## src/design/dce_pkg.sv

```systemverilog
// Shared types, constants and polymod helpers for the descriptor checksum engine.
`timescale 1ns / 1ps

package dce_pkg;

    localparam int ALPHA_LEN = 95;
    localparam int SUM_LEN   = 8;
    localparam int POLY_W    = 40;

    localparam logic [POLY_W-1:0] GEN0 = 40'hf5dee51989;
    localparam logic [POLY_W-1:0] GEN1 = 40'ha9fdca3312;
    localparam logic [POLY_W-1:0] GEN2 = 40'h1bab10e32d;
    localparam logic [POLY_W-1:0] GEN3 = 40'h3706b1677a;
    localparam logic [POLY_W-1:0] GEN4 = 40'h644d626ffd;

    // input alphabet, first character in the top byte
    localparam logic [8*ALPHA_LEN-1:0] IN_ALPHA = {
        "0123456789()[],'/*abcdefgh@:$%{}",
        "IJKLMNOPQRSTUVWXYZ&+-.;<=>?!^_|~",
        "ijklmnopqrstuvwxyzABCDEFGH`#\"\\ "
    };

    localparam logic [8*32-1:0] OUT_ALPHA = "qpzry9x8gf2tvdw0s3jn54khce6mua7l";

    // one classified character
    typedef struct packed {
        logic       hit;    // character is in the alphabet
        logic [4:0] sym;    // position mod 32
        logic [1:0] grp;    // position / 32
        logic       last;
    } item_t;

    // state handed from the core to the finalize pipeline
    typedef struct packed {
        logic              bad;
        logic              flush;  // partial group pending
        logic [4:0]        acc;
        logic [POLY_W-1:0] poly;
    } fin_req_t;

    typedef struct packed {
        logic                        ok;
        logic [SUM_LEN-1:0][7:0]     chars;
        logic [POLY_W-1:0]           value;
    } result_t;

    function automatic logic [POLY_W-1:0] poly_fold(logic [POLY_W-1:0] s, logic [4:0] sym);
        logic [4:0]        top;
        logic [POLY_W-1:0] r;
        top = s[39:35];
        r   = {s[34:0], sym};
        if (top[0]) r = r ^ GEN0;
        if (top[1]) r = r ^ GEN1;
        if (top[2]) r = r ^ GEN2;
        if (top[3]) r = r ^ GEN3;
        if (top[4]) r = r ^ GEN4;
        return r;
    endfunction

    function automatic logic [POLY_W-1:0] poly_fold_zero3(logic [POLY_W-1:0] s);
        logic [POLY_W-1:0] r;
        r = poly_fold(s, 5'd0);
        r = poly_fold(r, 5'd0);
        r = poly_fold(r, 5'd0);
        return r;
    endfunction

    function automatic item_t classify(logic [7:0] code, logic last);
        item_t r;
        r.hit  = 1'b0;
        r.sym  = '0;
        r.grp  = '0;
        r.last = last;
        for (int i = 0; i < ALPHA_LEN; i++) begin
            if (IN_ALPHA[8*(ALPHA_LEN-1-i) +: 8] == code) begin
                r.hit = 1'b1;
                r.sym = 5'(i % 32);
                r.grp = 2'(i / 32);
            end
        end
        return r;
    endfunction

    function automatic logic [7:0] out_char(logic [4:0] idx);
        return OUT_ALPHA[8*(31 - int'(idx)) +: 8];
    endfunction

endpackage

```

## src/design/descriptor_checksum_engine.sv

```systemverilog
// Top level of the descriptor checksum engine: front, queue, core and finalize pipeline.
`timescale 1ns / 1ps

//  channel | direction | beat contents
//  --------+-----------+---------------------------------------------------------------
//  s_axis  | in        | tdata[7:0] char_code, tlast is_last (final character)
//  m_axis  | out       | one beat per descriptor: ok, sum_char0..7, sum_value
//
//  Flow: one character per clock while nothing stalls; the core folds a character (and a closed
//  group) in the cycle it pops it from the queue. A result beat becomes valid once its last
//  character has passed the front register, the queue and the three finalize stages.
//  Reset: rst_n clears all valid flags, queue pointers and the core state (polymod = 1).
//  Stalls: the queue parts front from core; while a result waits on m_axis_tready the two
//  finalize stages behind the output register hold two more finished descriptors, after
//  which a last character holds the core and the queue fills.

module descriptor_checksum_engine
    import dce_pkg::*;
#(
    parameter int QUEUE_DEPTH = 4
)
(
    input  logic         clk,
    input  logic         rst_n,
    input  logic         s_axis_tvalid,
    output logic         s_axis_tready,
    input  logic [7:0]   s_axis_tdata,   // [7:0] char_code
    input  logic         s_axis_tlast,   // is_last
    output logic         m_axis_tvalid,
    input  logic         m_axis_tready,
    output logic [111:0] m_axis_tdata    // [0] ok, [8:1] sum_char0 .. [64:57] sum_char7,
                                         // [104:65] sum_value, [111:105] zero
);

    logic     front_valid, front_ready;
    item_t    front_item;
    logic     core_valid, core_ready;
    item_t    core_item;
    logic     fin_valid, fin_ready;
    fin_req_t fin_req;
    result_t  res;

    dce_front u_front (
        .clk       (clk),
        .rst_n     (rst_n),
        .in_valid  (s_axis_tvalid),
        .in_ready  (s_axis_tready),
        .in_code   (s_axis_tdata),
        .in_last   (s_axis_tlast),
        .out_valid (front_valid),
        .out_ready (front_ready),
        .out_item  (front_item)
    );

    dce_queue #(
        .DEPTH (QUEUE_DEPTH)
    ) u_queue (
        .clk       (clk),
        .rst_n     (rst_n),
        .in_valid  (front_valid),
        .in_ready  (front_ready),
        .in_item   (front_item),
        .out_valid (core_valid),
        .out_ready (core_ready),
        .out_item  (core_item)
    );

    dce_core u_core (
        .clk       (clk),
        .rst_n     (rst_n),
        .in_valid  (core_valid),
        .in_ready  (core_ready),
        .in_item   (core_item),
        .fin_valid (fin_valid),
        .fin_ready (fin_ready),
        .fin_req   (fin_req)
    );

    dce_final u_final (
        .clk       (clk),
        .rst_n     (rst_n),
        .in_valid  (fin_valid),
        .in_ready  (fin_ready),
        .in_req    (fin_req),
        .out_valid (m_axis_tvalid),
        .out_ready (m_axis_tready),
        .out_res   (res)
    );

    // pack the result beat, ok in bit 0
    assign m_axis_tdata = {7'd0, res.value,
                           res.chars[7], res.chars[6], res.chars[5], res.chars[4],
                           res.chars[3], res.chars[2], res.chars[1], res.chars[0],
                           res.ok};

    // an errored descriptor reports all-zero checksum fields
    a_bad_zero : assert property (@(posedge clk) disable iff (!rst_n)
        (m_axis_tvalid && !res.ok) |-> (res.value == '0 && res.chars[0] == 8'd0))
        else $error("errored result carries checksum data");

    // a good result always shows a printable checksum character
    a_ok_char : assert property (@(posedge clk) disable iff (!rst_n)
        (m_axis_tvalid && res.ok) |-> (res.chars[0] != 8'd0 && res.chars[7] != 8'd0))
        else $error("good result with empty checksum character");

    // the core never hands a last character to the finalize pipeline while it is blocked
    a_last_pop : assert property (@(posedge clk) disable iff (!rst_n)
        (core_valid && core_ready && core_item.last) |-> fin_ready)
        else $error("last character popped while finalize stage is full");

endmodule

```

## src/design/dce_front.sv

```systemverilog
// Front stage: registers incoming characters and classifies them against the alphabet.
`timescale 1ns / 1ps

module dce_front
    import dce_pkg::*;
(
    input  logic       clk,
    input  logic       rst_n,
    input  logic       in_valid,
    output logic       in_ready,
    input  logic [7:0] in_code,
    input  logic       in_last,
    output logic       out_valid,
    input  logic       out_ready,
    output item_t      out_item
);

    logic  valid_reg;
    item_t item_reg;

    assign in_ready  = !valid_reg || out_ready;
    assign out_valid = valid_reg;
    assign out_item  = item_reg;

    always_ff @(posedge clk or negedge rst_n)
    begin
        if (!rst_n)
        begin
            valid_reg <= 1'b0;
        end
        else if (in_ready)
        begin
            valid_reg <= in_valid;
        end
    end

    always_ff @(posedge clk)
    begin
        if (in_ready && in_valid)
        begin
            item_reg <= classify(in_code, in_last);
        end
    end

endmodule

```

## src/design/dce_queue.sv

```systemverilog
// Short register queue between the front stage and the checksum core.
`timescale 1ns / 1ps

module dce_queue
    import dce_pkg::*;
#(
    parameter int DEPTH = 4
)
(
    input  logic  clk,
    input  logic  rst_n,
    input  logic  in_valid,
    output logic  in_ready,
    input  item_t in_item,
    output logic  out_valid,
    input  logic  out_ready,
    output item_t out_item
);

    localparam int PTR_W = (DEPTH > 1) ? $clog2(DEPTH) : 1;
    localparam int CNT_W = $clog2(DEPTH + 1);
    localparam logic [PTR_W-1:0] LAST_PTR = PTR_W'(DEPTH - 1);
    localparam logic [CNT_W-1:0] FULL_CNT = CNT_W'(DEPTH);

    item_t            entries_reg [DEPTH];
    logic [PTR_W-1:0] wr_ptr_reg;
    logic [PTR_W-1:0] rd_ptr_reg;
    logic [CNT_W-1:0] count_reg;
    logic             push;
    logic             pop;

    assign in_ready  = count_reg != FULL_CNT;
    assign out_valid = count_reg != '0;
    assign out_item  = entries_reg[rd_ptr_reg];
    assign push      = in_valid && in_ready;
    assign pop       = out_valid && out_ready;

    always_ff @(posedge clk or negedge rst_n)
    begin
        if (!rst_n)
        begin
            wr_ptr_reg <= '0;
            rd_ptr_reg <= '0;
            count_reg  <= '0;
        end
        else
        begin
            if (push)
            begin
                wr_ptr_reg <= (wr_ptr_reg == LAST_PTR) ? '0 : wr_ptr_reg + 1'b1;
            end
            if (pop)
            begin
                rd_ptr_reg <= (rd_ptr_reg == LAST_PTR) ? '0 : rd_ptr_reg + 1'b1;
            end
            if (push && !pop)
            begin
                count_reg <= count_reg + 1'b1;
            end
            else if (pop && !push)
            begin
                count_reg <= count_reg - 1'b1;
            end
        end
    end

    always_ff @(posedge clk)
    begin
        if (push)
        begin
            entries_reg[wr_ptr_reg] <= in_item;
        end
    end

endmodule

```

## src/design/dce_core.sv

```systemverilog
// Checksum core: running polymod, base-3 group accumulator and sticky error flag.
`timescale 1ns / 1ps

module dce_core
    import dce_pkg::*;
(
    input  logic     clk,
    input  logic     rst_n,
    input  logic     in_valid,
    output logic     in_ready,
    input  item_t    in_item,
    output logic     fin_valid,
    input  logic     fin_ready,
    output fin_req_t fin_req
);

    logic [POLY_W-1:0] poly_reg, poly_next, poly_upd, poly_sym;
    logic [4:0]        acc_reg, acc_next, acc_upd, acc_sum;
    logic [1:0]        cnt_reg, cnt_next, cnt_upd, cnt_inc;
    logic              bad_reg, bad_next, bad_upd;
    logic              pop;

    // a last beat waits until the finalize pipeline can take it
    assign in_ready  = !in_item.last || fin_ready;
    assign fin_valid = in_valid && in_item.last;
    assign pop       = in_valid && in_ready;

    always_comb
    begin
        poly_sym = poly_fold(poly_reg, in_item.sym);
        acc_sum  = 5'({acc_reg, 1'b0} + {1'b0, acc_reg} + {4'd0, in_item.grp});
        cnt_inc  = cnt_reg + 2'd1;
        poly_upd = poly_reg;
        acc_upd  = acc_reg;
        cnt_upd  = cnt_reg;
        bad_upd  = bad_reg;
        if (!in_item.hit)
        begin
            bad_upd = 1'b1;
        end
        else if (cnt_inc == 2'd3)
        begin
            // third character closes the group
            poly_upd = poly_fold(poly_sym, acc_sum);
            acc_upd  = '0;
            cnt_upd  = '0;
        end
        else
        begin
            poly_upd = poly_sym;
            acc_upd  = acc_sum;
            cnt_upd  = cnt_inc;
        end

        fin_req.bad   = bad_upd;
        fin_req.flush = cnt_upd != 2'd0;
        fin_req.acc   = acc_upd;
        fin_req.poly  = poly_upd;

        poly_next = poly_reg;
        acc_next  = acc_reg;
        cnt_next  = cnt_reg;
        bad_next  = bad_reg;
        if (pop)
        begin
            if (in_item.last)
            begin
                poly_next = 40'd1;
                acc_next  = '0;
                cnt_next  = '0;
                bad_next  = 1'b0;
            end
            else
            begin
                poly_next = poly_upd;
                acc_next  = acc_upd;
                cnt_next  = cnt_upd;
                bad_next  = bad_upd;
            end
        end
    end

    always_ff @(posedge clk or negedge rst_n)
    begin
        if (!rst_n)
        begin
            poly_reg <= 40'd1;
            acc_reg  <= '0;
            cnt_reg  <= '0;
            bad_reg  <= 1'b0;
        end
        else
        begin
            poly_reg <= poly_next;
            acc_reg  <= acc_next;
            cnt_reg  <= cnt_next;
            bad_reg  <= bad_next;
        end
    end

endmodule

```

## src/design/dce_final.sv

```systemverilog
// Finalize pipeline: group flush, eight zero folds, xor with one, checksum characters.
`timescale 1ns / 1ps

module dce_final
    import dce_pkg::*;
(
    input  logic     clk,
    input  logic     rst_n,
    input  logic     in_valid,
    output logic     in_ready,
    input  fin_req_t in_req,
    output logic     out_valid,
    input  logic     out_ready,
    output result_t  out_res
);

    logic              s1_valid_reg, s2_valid_reg, out_valid_reg;
    logic              s1_ok_reg, s2_ok_reg;
    logic [POLY_W-1:0] s1_poly_reg, s2_poly_reg;
    result_t           out_res_reg;
    logic              ready1, ready2, ready3;
    logic [POLY_W-1:0] s1_poly_next, fin_poly;
    result_t           res_next;

    assign ready3    = !out_valid_reg || out_ready;
    assign ready2    = !s2_valid_reg || ready3;
    assign ready1    = !s1_valid_reg || ready2;
    assign in_ready  = ready1;
    assign out_valid = out_valid_reg;
    assign out_res   = out_res_reg;

    always_comb
    begin
        s1_poly_next = in_req.flush ? poly_fold(in_req.poly, in_req.acc) : in_req.poly;
        s1_poly_next = poly_fold(s1_poly_next, 5'd0);
        s1_poly_next = poly_fold(s1_poly_next, 5'd0);

        fin_poly       = poly_fold_zero3(s2_poly_reg) ^ 40'd1;
        res_next.ok    = s2_ok_reg;
        res_next.value = s2_ok_reg ? fin_poly : '0;
        for (int j = 0; j < SUM_LEN; j++)
        begin
            res_next.chars[j] = s2_ok_reg ? out_char(fin_poly[5*(SUM_LEN-1-j) +: 5]) : 8'd0;
        end
    end

    always_ff @(posedge clk or negedge rst_n)
    begin
        if (!rst_n)
        begin
            s1_valid_reg  <= 1'b0;
            s2_valid_reg  <= 1'b0;
            out_valid_reg <= 1'b0;
        end
        else
        begin
            if (ready1)
            begin
                s1_valid_reg <= in_valid;
            end
            if (ready2)
            begin
                s2_valid_reg <= s1_valid_reg;
            end
            if (ready3)
            begin
                out_valid_reg <= s2_valid_reg;
            end
        end
    end

    always_ff @(posedge clk)
    begin
        if (ready1 && in_valid)
        begin
            s1_ok_reg   <= !in_req.bad;
            s1_poly_reg <= s1_poly_next;
        end
        if (ready2 && s1_valid_reg)
        begin
            s2_ok_reg   <= s1_ok_reg;
            s2_poly_reg <= poly_fold_zero3(s1_poly_reg);
        end
        if (ready3 && s2_valid_reg)
        begin
            out_res_reg <= res_next;
        end
    end

endmodule
```

## config.mk

```make
export PLATFORM = sky130hd
export DESIGN_NAME = descriptor_checksum_engine
export DESIGN_NICKNAME = d
export VERILOG_FILES = /design/src/design/dce_pkg.sv /design/src/design/descriptor_checksum_engine.sv /design/src/design/dce_front.sv /design/src/design/dce_queue.sv /design/src/design/dce_core.sv /design/src/design/dce_final.sv
export SDC_FILE = /design/constraint.sdc
export NUM_CORES = 1
export LEC_CHECK = 0
export BUFFER_PORTS_ARGS = -buffer_cell sky130_fd_sc_hd__clkbuf_2
export CAP_MARGIN = 5
export CORE_ASPECT_RATIO = 0.9
export CORE_MARGIN = 2
export CORE_UTILIZATION = 29
export DETAILED_ROUTE_END_ITERATION = 7
export PLACE_DENSITY = 0.45
export SYNTH_ARGS = -nofsm -noshare
export SYNTH_HDL_FRONTEND = slang
export SYNTH_SLANG_ARGS = --single-unit
```

## constraint.sdc

```tcl
create_clock -name clk -period 5.8 [get_ports clk]
set_input_delay 0.58 -clock clk [delete_from_list [all_inputs] [get_ports clk]]
set_output_delay 0.58 -clock clk [all_outputs]
set_load 0.02 [all_outputs]
```

* Word-level counts from Yosys, hierarchy flattened *
Memory sizes are Yosys's and may differ from the RTL's.
Index checks and enable logic that the tools add are counted.

word-level totals
  word-level logic and storage cells = 430
  memory bits (writable) = 36
  memories = 1
  memory bits (read-only) = 0
  bits in latches = 0
  register bits after elaboration = 255

operators by class
  multipliers = 0
  magnitude comparators = 0
  eq/ne operators = 99
  muxes and demuxes = 189
  shift-type cells = 8
  div/mod/pow operators = 0
  bitwise logic cells = 56
  reduce and logical (&&, ||, !) cells = 30
  add/sub/neg operators = 15

memory list
  name                 depth  width  rd ports  clocked after memory_dff  write ports  line             text
  u_queue.entries_reg  4      9      1         0                         1            dce_queue.sv:25  item_t entries_reg [DEPTH];

operators with widths
  kind                       count
  $shiftx 256x32->8 const A  8
  $mux 40                    48
  $mux 7                     79
  $not 23->23                22
  $eq 7x8->1 const A         63
  $not 21->21                22
  $mux 39                    11
  $mux 38                    11
  $mux 37                    11
  $eq 6x8->1 const A         32
  $not 19->19                11
  $reduce_or 94->1           1
  $mux 6                     8
  $sub 5x5->6 const A        8
  $mux 5                     7
  $reduce_or 31->1           1
  $reduce_or 15->1           1
  $mux 2                     5
  $logic_and 1x1->1          9
  $logic_not 1->1            8
  $mux 4                     2
  $mux 8                     1
  $reduce_or 7->1            1
  $add 2x1->2 const B        3
  other kinds (13)           24

* Logic depth before layout (Yosys ltp) *
Gate-level depths: netlist (run 1).

  depth after elaboration = 95
  gate-level depth with buffers = 15

* Hierarchy *
A second synthesis (run 1) with hierarchy kept.

second synthesis, totals
  cell total of the unflattened synthesis = 2086
  area total of the unflattened synthesis = 22306.4 um2

modules (own cells, without submodules)
  module                      times used  cells each  area an instance (um2)  seq. area each (um2)
  dce_final                   1           1187        13690.6                 5240.0
  dce_core                    1           513         4660.7                  1202.4
  dce_front                   1           295         2162.1                  295.3
  dce_queue                   1           83          1736.7                  1256.2
  descriptor_checksum_engine  1           8           56.3                    0.0

* Worst setup path before layout (run 1) *
OpenSTA, ideal clock, no wires.

  path kind = input to register
  start point = input port m_axis_tready
  end point = register u_final.out_res_reg, in the netlist u_final.out_res[0], enable pin
  data required time = 5.250 ns
  data arrival time = 4.651 ns
  setup time = 0.550 ns
  setup slack = 0.599 ns
  path buffers = 0
  stages = 2
  cells stage by stage = nor2b_1 -> nor2b_1

between the ends
  longest elaborated chain between the ends = 2

RTL lines
  item                    line                              text
  start: declaration      descriptor_checksum_engine.sv:30  input logic m_axis_tready,
  $logic_or 1x1->1        dce_final.sv:25                   assign ready3 = !out_valid_reg || out_ready;
  $logic_and 1x1->1       dce_final.sv:84                   if (ready3 && s2_valid_reg)
  end signal: assignment  dce_final.sv:86                   out_res_reg <= res_next;
  end: declaration        dce_final.sv:20                   result_t out_res_reg;

Every way passes these cells.
A chain may end at the register's enable or synchronous reset.

* Final worst setup path (run 1) *
  start point = register u_core.poly_reg[38]
  end point = register u_final.s1_poly_reg[37], data pin

between the ends
  longest elaborated chain between the ends = 44
  elaborated cells on any way between the ends = 52
  classes of those cells = mux (32); bitwise (20)

RTL lines
  item                                                     line                            text
  start: declaration                                       dce_core.sv:17                  logic [POLY_W-1:0] poly_reg, poly_next, poly_upd, poly_sym;
  start signal: assignment                                 dce_core.sv:94                  poly_reg <= poly_next;
  $mux 38                                                  dce_pkg.sv:55                   if (top[3]) r = r ^ GEN3;
  $mux 39 or $not 23->23 (tied branches)                   --
  $not 23->23 (no source line) or $mux 39 (tied branches)  --
  $mux 40 or $not 23->23 (tied branches)                   --
  $mux 40, on equally long branches                        dce_core.sv:41, dce_pkg.sv:52
  $mux 40, on equally long branches                        dce_core.sv:37, dce_core.sv:41
  $not 21->21 (no source line) or $mux 40 (tied branches)  --
  $mux 40 or $not 21->21 (tied branches)                   --
  [29 not listed]                                          --
  $mux 40 or $mux 38 (tied branches)                       dce_pkg.sv:52, dce_pkg.sv:55
  $not 21->21 (no source line) or $mux 39 (tied branches)  --
  $mux 40                                                  dce_pkg.sv:53                   if (top[1]) r = r ^ GEN1;
  $not 21->21 (no source line)                             --
  $mux 38                                                  dce_pkg.sv:55
  $not 23->23 (no source line)                             --
  $mux 39 (*)                                              dce_pkg.sv:56                   if (top[4]) r = r ^ GEN4;
  named net u_final.s1_poly_next[37]                       dce_final.sv:22                 logic [POLY_W-1:0] s1_poly_next, fin_poly;
  end signal: assignment                                   dce_final.sv:77                 s1_poly_reg <= s1_poly_next;
  end: declaration                                         dce_final.sv:19                 logic [POLY_W-1:0] s1_poly_reg, s2_poly_reg;

Mark *: on every way through the listed nets, which the timed path passes. The rest lies on a longest branch. The select of a mux whose other input is x is not followed.

==> flow_metrics.tcl, run 1 <==
set metrics [dict create \
    status "finished clean" \
    antenna_found_initial 1 \
    grt_overflow_total 0 \
    fin_hold_ws_ps 210 \
    synth_area_leaders "edfxtp_1 32%, xnor2_1 18%, xor2_1 8.2%" \
    grt_use_total_pct 15.7 \
    worstSetupEndpoint "u_final.s1_poly_reg[37]" \
    nets 2146 \
    top_usage_layer "met2" \
    path_depth 14 \
    cp_top_family "XOR/XNOR gates" \
    cpMostUsedCell "xnor2_1" \
    rsz0062_at_grt "no" \
    wirelength_um 58300 \
    synth_common_cells "430 x xnor2_1, 217 x edfxtp_1, 191 x xor2_1" \
    gp_congestion 0.870 \
    largest_reg_flops 90 \
    critPathBufInv 3 \
    use_met1_pct 22.8 \
    area_growth_pct 13.9 \
    grtUsageMet2_pct 24.4 \
    finalMaxSlewViolations 0 \
    dp_hpwl_um 44000 \
    rows 92 \
    final_area_mm2 0.0233 \
    cts-resized-gates 0 \
    initial_core_util_pct 29.3 \
    place_inst 3022 \
    ys.warnings.count 0 \
    worstReg2RegEnd "u_final.s1_poly_reg[37]" \
    crit_type "reg -> reg" \
    grt_max_degree 81 \
    synthDistinctLibCells 79 \
    finalSetupViolations 0 \
    synth_seq_cells 276 \
    slew_headroom_pct 19.2 \
    grt_pass1_vias 14400 \
    finalCritPeriodShare_pct 84.5 \
    ant_nets 0 \
    fin_crit_ps 4900 \
    setup_tns_ps 0 \
    die_w_um 284 \
    crit_fanout 10 \
    insertion_delay_ps 570 \
    fin_cells 3084 \
    fp.dieH_um 256 \
    synth.largest_area_cell "edfxtp_1" \
    antenna_cells 0 \
    startpoint "u_core.poly_reg[38]" \
    r2r_slack_ps 900 \
    grt_pass1_wl_um 90100 \
    drtPass1Iterations 5 \
    coreArea_mm2 0.0700 \
    worstPathArrival_ps 5200 \
    critical_path.max_stage_delay_ps 690 \
    vias 14800 \
    grt_use_met3_pct 2.30 \
    cts_setup_buffers 0 \
    cts_sinks 276 \
    endpoint_kind "register" \
    wl_per_cell_um 18.9 \
    synth_most_common_cell "xnor2_1" \
    cts_tree "done" \
    drc 0 \
    die-area_mm2 0.0729 \
    maxCapViolCount 0 \
    io_pins 127 \
    synthesis.area_mm2 0.0205 \
    cts_hold_buf 0 \
    cts-root-buf "clkbuf_16" \
    clk_path_buf_depth 3 \
    clock-skew-final_ps 27.1 \
    path_clk_slew_ps 60 \
    critPathLaunchType "register" \
    synth.top_cell.area_share_pct 31.8 \
    ys.flop_type "edfxtp_1" \
    synthCells 2036 \
    dpl_cell_area_mm2 0.0222 \
    async_reset_ff_share_pct 21.4 \
    crit-reg2reg-launch "u_core.poly_reg[38]" \
    drt-initial-drc-count 1298 \
    path_cells "xnor2_1, buf_4, xnor3_1, xnor3_1, a221oi_4, buf_4, xnor2_1, xnor3_1, xnor2_1, a21oi_1, buf_4, xnor2_2, xnor2_1, xnor2_1" \
    htree_levels 2 \
    worst_ep_required_time_ps 6100 \
    viasPerCell 4.81 \
    avgSynthCellArea_um2 10.1 \
    tightest_slew_ps 1210 \
    drive_gt1_share_pct 13.6 \
    ff2ff_path_depth 14 \
    hold_viol 0 \
    fmax_ghz 0.204 \
    numCtsBuffers 34 \
    hold_path.class "in -> async" \
    cp_slowest_cell "dfrtp_1" \
    io_buffers 111 \
    synth_seq_area_share_pct 39.0 \
    synth_edf_count 217 \
]
[logic make-up (layout without fill, tap and decap cells)]
group,Yosys count,count (layout),share of synthesized area (%)
XOR/XNOR,667,667,31.4
adder cells (fa/ha/maj),19,19,1.22
buffers and inverters,178,272,3.76
flip-flops,276,276,39.0
AO/OA/AOI/OAI,405,405,12.2
other,1,15,0.0183
multiplexers,33,33,2.40
AND/OR/NAND/NOR,457,457,10.0
[how the worst min path moves through the flow]
stage | slack (ps) | cells past startpoint | startpoint | to
after floorplan | 280 | 0 | rst_n | u_core.acc_reg[0]
after global placement | 410 | 0 | u_final.s1_ok_reg | u_final.s2_ok_reg
after detailed placement | 410 | 0 | u_final.s1_ok_reg | u_final.s2_ok_reg
after CTS | 190 | 1 | s_axis_tlast | u_front.out_item[0]
after global routing | 200 | 1 | s_axis_tlast | u_front.out_item[0]
final | 210 | 2 | rst_n | u_core.poly_reg[20]
[stage by stage]
| step | setup WS, ps | utilization [%] |
|---|---|---|
| 2_1_floorplan | 599 | - |
| 3_3_place_gp | 870 | 31.7 |
| 3_5_place_dp | 849 | 31.7 |
| 4_1_cts | 843 | 33.4 |
| 5_1_grt | 571 | 33.4 |
| 6_report | 898 | 33.4 |
[cells in the final DEF, fill, tap and decap left out, types with 35 or more instances in the layout]
cell,synthesis,layout
clkbuf_2,0,110
xnor3_1,35,35
buf_4,24,72
edfxtp_1,217,217
o21ai_0,120,120
nand3_1,60,60
xor2_1,191,190
xnor2_1,430,429
nor2_1,154,154
dfrtp_1,58,58
clkbuf_16,0,35
a21oi_1,128,127
nand2_1,135,135
[layer usage]
layer	up-vias	share of wire, %
li1	7181	-
met3	67	5.0
met2	377	45
met5	-	0
met4	0	2.0
met1	7204	48
[layout make-up]
cell class | instances | area, um^2
fillers | 7194 | 46600
multi-input cells | 1596 | 11800
flip-flops and latches | 276 | 7990
well taps | 940 | 1180
repair buffers | 183 | 1100
clock buffers | 41 | 918
clock inverters | 21 | 218
inverters | 27 | 101
Power of run 1 is left out: the tool's default activity adds up to more than one toggle a clock period on the data nets, which glitch-free logic cannot reach.
==> run 2: changes to the inputs <==
==> constraint.sdc (replaced) <==
create_clock -name clk -period 4.65 [get_ports clk]
set_input_delay 0.465 -clock clk [delete_from_list [all_inputs] [get_ports clk]]
set_output_delay 0.465 -clock clk [all_outputs]
set_load 0.02 [all_outputs]
==> run 2 against run 1 <==
Fmax grew 11%. Critical path depth decreased by 1. Die area did not move. Non-clock buffer count up 46. First-iteration DRC count increased by 3.6%. Cell area up 1.7%. Global-route usage up 0.49 points. Count of clock-buffer cells in the layout is 6 higher. Wire length grew 2.4%. Clock skew shrank 4.0 ps. Final cell count rose by 1.6%. Largest cell class unchanged. Highest routed layer is now met5.
==> flow_metrics.tcl, run 2 (synthesis gave the netlist of run 1 again) <==
set metrics [dict create \
    fp.dieH_um 256 \
    cts-root-buf "clkbuf_16" \
    cts_sinks 276 \
    cts-resized-gates 0 \
    numCtsBuffers 36 \
    viasPerCell 4.82 \
    place_inst 3068 \
    n_fill_cell 7238 \
    endpoint_kind "register" \
    hold_viol 0 \
    rows 92 \
    antenna_found_initial 2 \
    fin_cells 3133 \
    grt_max_degree 81 \
    cts_hold_buf 0 \
    final_common_cell "xnor2_1" \
    hold_path.class "in -> async" \
    maxCapViolCount 0 \
    antenna_cells 0 \
    drive_gt1_share_pct 15.3 \
    clk_path_buf_depth 3 \
    path_cells "buf_4, xnor3_1, xnor2_2, buf_4, xnor2_1, nor2_1, o31a_1, xnor3_1, mux2_2, xor2_4, xor2_1, xnor2_1, xnor2_1" \
    fin_util_pct 33.9 \
    wirelength_um 59700 \
    dp_hpwl_um 45300 \
    gp_congestion 0.920 \
    worstPathArrival_ps 4680 \
    finalCritPeriodShare_pct 94.7 \
    io_buffers 111 \
    grt_pass1_vias 14900 \
    drtPass1Iterations 6 \
    initial_core_util_pct 29.3 \
    ant_nets 0 \
    area_growth_pct 15.8 \
    multi_input_area_mm2 0.0119 \
    vias 15100 \
    cpMostUsedCell "xnor2_1" \
    finalMaxSlewViolations 0 \
    insertion_delay_ps 550 \
    cts_tree "done" \
    fin_crit_ps 4400 \
    io_pins 127 \
    clock-skew-final_ps 23.0 \
    fin_hold_ws_ps 79.4 \
    drt-initial-drc-count 1345 \
    final_cell_mix "428 x xnor2_1, 217 x edfxtp_1, 190 x xor2_1" \
    path_clk_slew_ps 60 \
    setup_tns_ps 0 \
    finalSetupViolations 0 \
    die_w_um 284 \
    critical_path.max_stage_delay_ps 490 \
    coreArea_mm2 0.0700 \
    crit_fanout 8 \
    grt_use_total_pct 16.2 \
    largest_reg_flops 90 \
    wl_per_cell_um 19.1 \
    nets 2194 \
    worst_ep_required_time_ps 4920 \
    crit_type "reg -> reg" \
    seqCellArea_mm2 0.00799 \
    rsz0062_at_grt "no" \
    die-area_mm2 0.0729 \
    status "finished clean" \
    cp_slowest_cell "dfrtp_1" \
    htree_levels 2 \
    slew_headroom_pct 12.8 \
    drc 0 \
    grt_pass1_wl_um 92700 \
    critPathLaunchType "register" \
    fmax_ghz 0.227 \
    tightest_slew_ps 1300 \
    grt_overflow_total 0 \
    cts_setup_buffers 0 \
]
## run 2: cell types whose count changed in the layout (fill, tap and decap cells not counted), moves of 2 or more
cell	delta
buf_12	+3
clkbuf_1	+7
inv_4	-2
inv_16	-2
xor2_4	+2
xor2_2	-2
buf_4	+43
clkinv_4	+2
clkbuf_8	-2
inv_8	+2
clkinvlp_4	-3
## run 2: worst max-delay path: cells and delay by family (launching register included)
family,cells,cell delay [ps]
flops,1,490
buf+inv,2,470
mux,1,390
xor+xnor,8,2370
compound gates,1,350
simple gates,1,50
## run 2: stage by stage
| step | setup slack [ps] | cell area (um^2) |
|---|---|---|
| 2_1_floorplan | 38.8 | 20600 |
| 3_3_place_gp | 292 | 22600 |
| 3_5_place_dp | 204 | 22600 |
| 4_1_cts | 190 | 23700 |
| 5_1_grt | 5.84 | 23800 |
| 6_report | 245 | 23800 |
## run 2: layout make-up
type,count,share of cell area [%]
sequential,276,33.7
inverter,27,0.427
clock inverter,18,0.727
multi-input combinational,1596,50.0
tap,940,4.95
clock buffer,47,3.97
timing repair buffer,229,6.23
## run 2: path summary, 6_finish.rpt
| check | from | endpoint | slack [ps] | cells after the start |
|---|---|---|---|---|
| worst min-delay path | rst_n | u_core.poly_reg[24] | 80 | 2 |
| worst max register to register | u_core.poly_reg[35] | u_final.s1_poly_reg[3] | 250 | 13 |
| min in group clk | s_axis_tlast | u_front.out_item[0] | 90 | 1 |
| worst max-delay path | u_core.poly_reg[35] | u_final.s1_poly_reg[3] | 250 | 13 |
| max in group asynchronous | rst_n | u_core.poly_reg[8] | 3970 | 2 |
| worst min register to register | u_final.s1_ok_reg | u_final.s2_ok_reg | 420 | 0 |
## run 2: layer usage
metal	share of wire [%]	vias to the layer above	routed length [um]	GRT usage (%)
met5	0.022	-	13	0
met4	2.6	2	1530	4.63
met3	5.5	95	3260	2.83
met2	44	441	26500	24.9
met1	48	7267	28400	23.2
li1	-	7292	-	-
Power of run 2 is left out for the same reason.
